<file path="config.mk">
export PLATFORM = sky130hd
export DESIGN_NAME = bbal_core
export DESIGN_NICKNAME = d
export VERILOG_FILES = /design/src/rtl/bbal_pkg.sv /design/src/rtl/bbal_core.sv
export SDC_FILE = /design/constraint.sdc
export NUM_CORES = 1
export LEC_CHECK = 0
export BUFFER_PORTS_ARGS = -buffer_cell sky130_fd_sc_hd__buf_2
export CORE_MARGIN = 5
export CORE_UTILIZATION = 35
export DETAILED_ROUTE_END_ITERATION = 8
export HOLD_SLACK_MARGIN = 0.03
export RECOVER_POWER = 100
export SKIP_LAST_GASP = 1
export SLEW_MARGIN = 20
export SYNTH_ARGS = -nofsm -noshare
export SYNTH_HDL_FRONTEND = slang
export SYNTH_SLANG_ARGS = --single-unit
</file>
<file path="constraint.sdc">
create_clock -name clk_i -period 12.15 [get_ports clk_i]
set_clock_uncertainty 0.2 [all_clocks]
set_input_delay 0 -clock clk_i [delete_from_list [all_inputs] [get_ports clk_i]]
set_output_delay 0 -clock clk_i [all_outputs]
set_load 0.05 [all_outputs]
</file>
<file path="src/rtl/bbal_pkg.sv">
// ----------------------------------------------------------------------------
// bbal_pkg
// Shared constants, types and helpers of the bitmap buddy allocator.
// ----------------------------------------------------------------------------
package bbal_pkg;

  localparam int unsigned ENTRIES_PER_PAGE = 512;
  localparam int unsigned MAX_PAGES        = 8;
  localparam int unsigned NUM_LEVELS       = 13;

  localparam int unsigned MAX_ENTRIES = MAX_PAGES * ENTRIES_PER_PAGE;
  localparam int unsigned ENT_W       = $clog2(MAX_ENTRIES) + 1;
  localparam int unsigned BLK_W       = ENT_W - 1;
  localparam int unsigned LVL_W       = 4;
  localparam int unsigned WORD_W      = $clog2(MAX_ENTRIES / 32);
  localparam int unsigned ADDR_W      = LVL_W + WORD_W;
  localparam int unsigned RAM_DEPTH   = 2 ** ADDR_W;
  localparam int unsigned PAGES_W     = 4;

  localparam logic [31:0] TOP_BIT = 32'h8000_0000;

  localparam logic REG_TABLE_PAGES = 1'b0;

  typedef enum logic [2:0] {
    ST_OK     = 3'd0,
    ST_NOFREE = 3'd1,
    ST_ORDER  = 3'd2,
    ST_ALIGN  = 3'd3,
    ST_RANGE  = 3'd4
  } status_e;

  typedef enum logic {
    OP_ALLOC = 1'b0,
    OP_FREE  = 1'b1
  } op_e;

  typedef struct packed {
    logic              we;
    logic [ADDR_W-1:0] waddr;
    logic [31:0]       wdata;
    logic [ADDR_W-1:0] raddr;
  } ram_req_t;

  function automatic logic [LVL_W-1:0] top_of(input logic [ENT_W-1:0] entries);
    logic [LVL_W-1:0] t;
    t = '0;
    for (int l = 0; l < NUM_LEVELS; l++) begin
      if ((entries >> l) != '0) t = LVL_W'(l);
    end
    return t;
  endfunction

  function automatic logic [4:0] lead_one(input logic [31:0] w);
    logic [4:0] idx;
    idx = '0;
    for (int i = 0; i < 32; i++) begin
      if (w[i]) idx = 5'(31 - i);
    end
    return idx;
  endfunction

endpackage

</file>
<file path="src/rtl/bbal_core.sv">
// ----------------------------------------------------------------------------
// bbal_core
// Sequencer: map init sweep, word scan and split for allocate, bit set and buddy merge.
// ----------------------------------------------------------------------------
module bbal_core (
  input  logic                      clk_i,
  input  logic                      rst_ni,
  input  logic                      cfg_wr_i,
  input  logic [bbal_pkg::PAGES_W-1:0] pages_i,
  input  logic                      start,
  output logic                      busy,
  input  logic                      op_i,
  input  logic [3:0]                order_i,
  input  logic [11:0]               entry_i,
  output logic                      done_o,
  output logic [2:0]                status_o,
  output logic [11:0]               entry_out_o,
  output bbal_pkg::ram_req_t        ram_req_o,
  input  logic [31:0]               ram_rdata_i
);
  import bbal_pkg::*;

  typedef enum logic [5:0] {
    S_INIT = 6'b000001,
    S_IDLE = 6'b000010,
    S_SRD  = 6'b000100,
    S_SEV  = 6'b001000,
    S_FRD  = 6'b010000,
    S_FEV  = 6'b100000
  } state_e;

  state_e              state_q, state_d;
  op_e                 op_q, op_d;
  logic [LVL_W-1:0]    ord_q, ord_d, lvl_q, lvl_d, desc_q, desc_d;
  logic [WORD_W-1:0]   word_q, word_d;
  logic [BLK_W-1:0]    blk_q, blk_d, ent_q, ent_d;
  logic                done_q, done_d;
  status_e             status_q, status_d;
  logic [11:0]         eout_q, eout_d;

  logic [PAGES_W-1:0]  pages_eff;
  logic [ENT_W-1:0]    entries, n_cur, n_ord;
  logic [LVL_W-1:0]    top;
  logic [WORD_W:0]     words_cur;
  logic [BLK_W-1:0]    blk_in, ent_found;
  logic [4:0]          lead;
  logic [31:0]         bit_self, pair, w_set;
  logic                merge_ok, merge;

  function automatic logic [31:0] init_word(input logic [ENT_W-1:0] n,
                                            input logic is_top,
                                            input logic [WORD_W-1:0] w);
    logic [ENT_W-1:0] base, rem, last;
    logic [31:0]      r;
    base = {1'b0, w, 5'b0};
    rem  = n - base;
    last = n - ENT_W'(1);
    r    = '0;
    if (is_top && n > base) begin
      r = (rem >= ENT_W'(32)) ? 32'hffff_ffff : ~(32'hffff_ffff >> rem[4:0]);
    end
    if (n[0] && last[ENT_W-2:5] == w) begin
      r = r | (TOP_BIT >> last[4:0]);
    end
    return r;
  endfunction

  assign pages_eff = (pages_i == '0) ? PAGES_W'(1) :
                     (pages_i > PAGES_W'(MAX_PAGES)) ? PAGES_W'(MAX_PAGES) : pages_i;
  assign entries   = ENT_W'(pages_eff) * ENT_W'(ENTRIES_PER_PAGE);
  assign top       = top_of(entries);
  assign n_cur     = entries >> lvl_q;
  assign n_ord     = entries >> order_i;
  assign words_cur = (WORD_W+1)'((n_cur + ENT_W'(31)) >> 5);
  assign blk_in    = entry_i >> order_i;
  assign lead      = lead_one(ram_rdata_i);
  assign ent_found = BLK_W'({word_q, lead}) << lvl_q;

  assign bit_self = TOP_BIT >> blk_q[4:0];
  assign pair     = (TOP_BIT >> {blk_q[4:1], 1'b0}) | (TOP_BIT >> {blk_q[4:1], 1'b1});
  assign w_set    = ram_rdata_i | bit_self;
  assign merge_ok = (lvl_q < top) &&
                    (!n_cur[0] || {1'b0, blk_q} < n_cur - ENT_W'(1)) &&
                    ({1'b0, blk_q} > (n_cur >> 2));
  assign merge    = merge_ok && ((w_set & pair) == pair);

  always_comb begin
    state_d   = state_q;
    op_d      = op_q;
    ord_d     = ord_q;
    lvl_d     = lvl_q;
    desc_d    = desc_q;
    word_d    = word_q;
    blk_d     = blk_q;
    ent_d     = ent_q;
    done_d    = 1'b0;
    status_d  = status_q;
    eout_d    = eout_q;
    ram_req_o = '0;

    unique case (state_q)
      S_INIT: begin
        ram_req_o.we    = 1'b1;
        ram_req_o.waddr = {lvl_q, word_q};
        ram_req_o.wdata = init_word(n_cur, lvl_q == top, word_q);
        word_d = word_q + WORD_W'(1);
        if (word_q == '1) begin
          if (lvl_q == LVL_W'(NUM_LEVELS - 1)) begin
            state_d = S_IDLE;
            lvl_d   = '0;
          end else begin
            lvl_d = lvl_q + LVL_W'(1);
          end
        end
      end
      S_IDLE: begin
        if (start) begin
          op_d  = op_e'(op_i);
          ord_d = order_i;
          lvl_d = order_i;
          if (order_i > top) begin
            done_d   = 1'b1;
            status_d = ST_ORDER;
            eout_d   = '0;
          end else if (op_e'(op_i) == OP_ALLOC) begin
            word_d  = '0;
            state_d = S_SRD;
          end else if ((entry_i & ~(12'hfff << order_i)) != '0) begin
            done_d   = 1'b1;
            status_d = ST_ALIGN;
            eout_d   = '0;
          end else if ({1'b0, blk_in} >= n_ord) begin
            done_d   = 1'b1;
            status_d = ST_RANGE;
            eout_d   = '0;
          end else begin
            blk_d   = blk_in;
            state_d = S_FRD;
          end
        end
      end
      S_SRD: begin
        ram_req_o.raddr = {lvl_q, word_q};
        state_d = S_SEV;
      end
      S_SEV: begin
        if (ram_rdata_i != '0) begin
          ram_req_o.we    = 1'b1;
          ram_req_o.waddr = {lvl_q, word_q};
          ram_req_o.wdata = ram_rdata_i ^ (TOP_BIT >> lead);
          ent_d = ent_found;
          if (lvl_q == ord_q) begin
            done_d   = 1'b1;
            status_d = ST_OK;
            eout_d   = ent_found;
            state_d  = S_IDLE;
          end else begin
            desc_d  = lvl_q - LVL_W'(1);
            lvl_d   = lvl_q - LVL_W'(1);
            blk_d   = (ent_found >> (lvl_q - LVL_W'(1))) | BLK_W'(1);
            state_d = S_FRD;
          end
        end else if (({1'b0, word_q} + (WORD_W+1)'(1)) < words_cur) begin
          word_d  = word_q + WORD_W'(1);
          state_d = S_SRD;
        end else if (lvl_q < top) begin
          lvl_d   = lvl_q + LVL_W'(1);
          word_d  = '0;
          state_d = S_SRD;
        end else begin
          done_d   = 1'b1;
          status_d = ST_NOFREE;
          eout_d   = '0;
          state_d  = S_IDLE;
        end
      end
      S_FRD: begin
        ram_req_o.raddr = {lvl_q, blk_q[BLK_W-1:5]};
        state_d = S_FEV;
      end
      S_FEV: begin
        ram_req_o.we    = 1'b1;
        ram_req_o.waddr = {lvl_q, blk_q[BLK_W-1:5]};
        ram_req_o.wdata = merge ? (w_set & ~pair) : w_set;
        if (merge) begin
          lvl_d   = lvl_q + LVL_W'(1);
          blk_d   = {1'b0, blk_q[BLK_W-1:1]};
          state_d = S_FRD;
        end else if (op_q == OP_FREE) begin
          done_d   = 1'b1;
          status_d = ST_OK;
          eout_d   = '0;
          state_d  = S_IDLE;
        end else if (desc_q == ord_q) begin
          done_d   = 1'b1;
          status_d = ST_OK;
          eout_d   = ent_q;
          state_d  = S_IDLE;
        end else begin
          desc_d  = desc_q - LVL_W'(1);
          lvl_d   = desc_q - LVL_W'(1);
          blk_d   = (ent_q >> (desc_q - LVL_W'(1))) | BLK_W'(1);
          state_d = S_FRD;
        end
      end
      default: state_d = S_IDLE;
    endcase

    if (cfg_wr_i) begin
      state_d = S_INIT;
      lvl_d   = '0;
      word_d  = '0;
    end
  end

  always_ff @(posedge clk_i or negedge rst_ni) begin
    if (!rst_ni) begin
      state_q  <= S_INIT;
      lvl_q    <= '0;
      word_q   <= '0;
      done_q   <= 1'b0;
      status_q <= ST_OK;
      eout_q   <= '0;
    end else begin
      state_q  <= state_d;
      lvl_q    <= lvl_d;
      word_q   <= word_d;
      done_q   <= done_d;
      status_q <= status_d;
      eout_q   <= eout_d;
    end
  end

  always_ff @(posedge clk_i) begin
    op_q   <= op_d;
    ord_q  <= ord_d;
    desc_q <= desc_d;
    blk_q  <= blk_d;
    ent_q  <= ent_d;
  end

  assign busy        = (state_q != S_IDLE);
  assign done_o      = done_q;
  assign status_o    = status_q;
  assign entry_out_o = eout_q;

endmodule
</file>
==> results.yml <==
global_route:
  grt_pass1_vias: 11300
  grt_overflow: 0
  grt_max_degree: 59
  antenna_found_initial: 0
  grtUsageTotal_pct: 25.6
  grt_pass1_wl_um: 68800
critical_path:
  cp_data_required_time_ns: 11.95
  crit_end: "ram_req_o[26]"
  critPathCaptureType: "output port"
  crit_path_max_fanout: 38
  critical_path_cell_count: 17
  regToRegSetupSlack_ns: 4.10
  crit_chain: "clkbuf_1 > nand2b_1 > a2bb2oi_1 > nand2b_1 > a21oi_1 > inv_1 > fa_1 > nor2b_1 > o21ai_0 > a21o_1 > a21boi_0 > o32ai_1 > a211oi_1 > o31ai_1 > a41oi_1 > a311o_1 > clkbuf_1"
  r2r-start: "lvl_q[1]$_DFFE_PN0P_"
  crit_arrival_ns: 8.09
  cp_top_family: "compound AO/OA/AOI/OAI gates"
  ff2ff_path_depth: 18
  crit_path_top_delay_cell: "clkbuf_1"
  crit_path_start: "lvl_q[1]$_DFFE_PN0P_"
  r2r-end: "status_o[0]$_DFFE_PN0P_"
  path_class: "flip-flop to output port"
  worst-path-buf-inv: 3
  crit_path_max_incr_delay_ns: 1.30
  start_kind: "flip-flop"
yosys:
  ys_seq_elements: 66
  netlist_area_mm2: 0.0107
  synth_cell_types: 107
  yosysWarnings: 0
  syn_inst: 1414
  syn_avg_cell_area_um2: 7.58
  ys.flop_type: "edfxtp_1"
  ys_seq_area_share_pct: 17.0
  synth_edf_count: 33
  async_reset_ff_share_pct: 50.0
power:
  finalPower_mw: 0.819
  pwr_density_cell_mw_per_mm2: 69.6
  ir_drop_mv: 0.0671
  p_leak_nw: 4.45
clock_network:
  cts-root-buf: "clkbuf_16"
  cts-buffers-inserted: 9
  ctsHoldBuffers: 8
  clock-sinks: 66
  cts_setup_buffers: 0
  clock_path_buffers: 2
  htreeDepth: 3
  clk_pin_slew_ns: 0.06
  cts_tree: "built"
  cts_resized: 0
  clk_latency_ns: 0.33
place:
  gp_congestion: 1.01
  post-dp-hpwl_um: 34900
  port_buffers: 128
outcome:
  outcome: "finished with violations"
  violations: "max-capacitance violations, max-slew violations"
timing:
  hold_viol_final: 0
  max_freq_ghz: 0.121
  fin_crit_sh_pct: 68.3
  relSlewSlack_pct: -85.9
  fin_crit_ns: 8.29
  grt_setup_unrepaired: "no"
  worst_pin_slew_ns: 2.79
  drv_slew: 156
  setup_violations: 0
  tns_ns: 0
die:
  rows: 64
  core_area_mm2: 0.0304
  start_util_pct: 35.2
  die_area_mm2: 0.0342
  die_y_um: 185
  ioPinCount: 129
  fp.dieW_um: 185
routing:
  dr.pass1.iters: 6
  avgViaCountPerCell: 6.60
  vias: 12400
  postRouteWirelength_um: 45900
  drt-initial-drc-count: 1629
  route.detailed.drc: 0
  antenna_left: 0
  avgRoutedWirePerCell_um: 24.4
final_layout:
  drive_gt1_share_pct: 9.89
  fillers: 3257
  antenna_cells: 0
  nets: 1606
  area_growth_pct: 9.83
flow_run:
  cap_violations: 5
hold_path:
  hp-class: "input pin to flip-flop"
==> layer usage <==
metal	wire, µm	up-vias	GRT usage (%)
met5	0	-	0
met4	1920	0	10.3
met3	4700	114	3.04
met2	20100	848	40.2
met1	19100	5873	35.7
li1	-	5601	-
==> tightest hold or removal path: stages <==
cell,delay [ns]
buf_2,0.12
nand2_1,0.09
nor2_1,0.18
a22oi_1,0.11
o21ai_0,0.11
==> registers in the layout (all words and copies together) (netlist names) <==
name         count
status_o         3
desc_q           4
entry_out_o     12
done_o           1
op_q             1
ent_q           12
state_q          6
word_q           7
blk_q           12
lvl_q            4
ord_q            4
==> worst min-delay path by stage <==
stage                      from                    end  slack, ns  depth (start not counted)
global route        entry_i[11]    blk_q[11]$_DFFE_PP_       0.26                          5
detailed placement       rst_ni  word_q[0]$_DFFE_PN0P_      -0.04                          1
floorplan                rst_ni       done_o$_DFF_PN0_      -0.50                          0
finish              entry_i[11]    blk_q[11]$_DFFE_PP_       0.21                          5
global placement         rst_ni  word_q[0]$_DFFE_PN0P_      -0.05                          1
CTS                      rst_ni  word_q[0]$_DFFE_PN0P_       0.16                          2
==> placed cells by master (no fill, tap or decap), drive strengths merged, types with 13 or more instances in the layout <==
cell type	n
inv	48
a211o	25
a211oi	26
nor2	130
o211ai	35
nand4	15
o2bb2ai	13
nand2	127
nor3	45
a22oi	29
nand2b	23
mux2i	35
o21ai	87
a21oi	99
edfxtp	33
nor4	19
xnor2	29
clkbuf	91
nand3	45
buf	70
dfrtp	32
ha	66
mux2	16
a31oi	39
a22o	15
a21o	22
==> cells by family (layout without fill, tap and decap cells) <==
logic type | after synthesis | count (layout) | share of synthesized area, %
other | 1 | 2 | 0.0350
flip-flops | 66 | 66 | 17.0
buffers and inverters | 159 | 231 | 6.18
XOR/XNOR | 42 | 42 | 3.69
multiplexers | 61 | 61 | 7.09
adder cells (fa/ha/maj) | 67 | 67 | 7.90
AND/OR/NAND/NOR | 494 | 494 | 23.1
AO/OA/AOI/OAI | 524 | 524 | 35.1
==> synth_stat cells (7+ instances only) <==
master     count  area share (%)
nor2_1       128             4.5
nand2_1      125             4.4
a21oi_1       95             4.4
o21ai_0       80             3.7
clkbuf_1      67             2.3
ha_1          66             7.7
inv_1         46             1.6
nand3_1       45             2.1
nor3_1        43             2.0
a31oi_1       39             2.3
mux2i_1       35             3.3
o211ai_1      34             2.4
edfxtp_1      33             9.3
dfrtp_1       32             7.5
xnor2_1       29             2.4
a22oi_1       28             2.0
a211o_1       24             2.0
a211oi_1      24             1.7
nand2b_1      23             1.3
a21o_1        22             1.5
nor4_1        18             1.1
a22o_1        15             1.2
mux2_2        15             1.6
nand4_1       15            0.88
buf_1         14            0.49
buf_2         13            0.61
o2bb2ai_1     13             1.1
nor2b_1       11            0.64
o31ai_1       11            0.77
or4_1         11            0.77
xor2_1        11            0.90
a221oi_1      10            0.82
and2_1        10            0.58
mux4_2        10             2.1
a221o_1        9            0.84
a311o_1        9            0.84
o221ai_1       9            0.74
clkinv_1       8            0.28
nor3b_1        8            0.56
o21a_1         8            0.56
or2_2          8            0.47
or3_1          8            0.47
o21bai_1       7            0.49
==> where the power goes <==
group | internal [mW] | leakage, nW | switching (mW)
sequential | 0.238 | 0.738 | 0.0128
clock | 0.158 | 0.136 | 0.101
combinational | 0.103 | 3.58 | 0.207
total | 0.499 | 4.45 | 0.320
==> area by class of cell <==
class | count | area (µm²) | area share [%]
Tap cell | 396 | 495 | 4.21
Clock inverter | 5 | 55.1 | 0.468
Timing Repair Buffer | 158 | 771 | 6.55
Sequential cell | 66 | 1820 | 15.5
Multi-Input combinational cell | 1190 | 8180 | 69.5
Clock buffer | 11 | 233 | 1.98
Inverter | 57 | 214 | 1.82
==> through the flow <==
stage / setup WS (ns) / util [%] / std cells / area [µm²] / hold WS (ns)
2_1_floorplan: 7.09 / - / 1415 / 10700 / -0.496
3_3_place_gp: 5.63 / 38.1 / 1859 / 11600 / -0.0479
3_5_place_dp: 5.96 / 38.1 / 1859 / 11600 / -0.0374
4_1_cts: 5.59 / 39.3 / 1883 / 12000 / 0.157
5_1_grt: 3.45 / 38.7 / 1883 / 11800 / 0.255
6_report: 3.86 / 38.7 / 1883 / 11800 / 0.208
No activity file was read; power rests on OpenSTA's default activity.
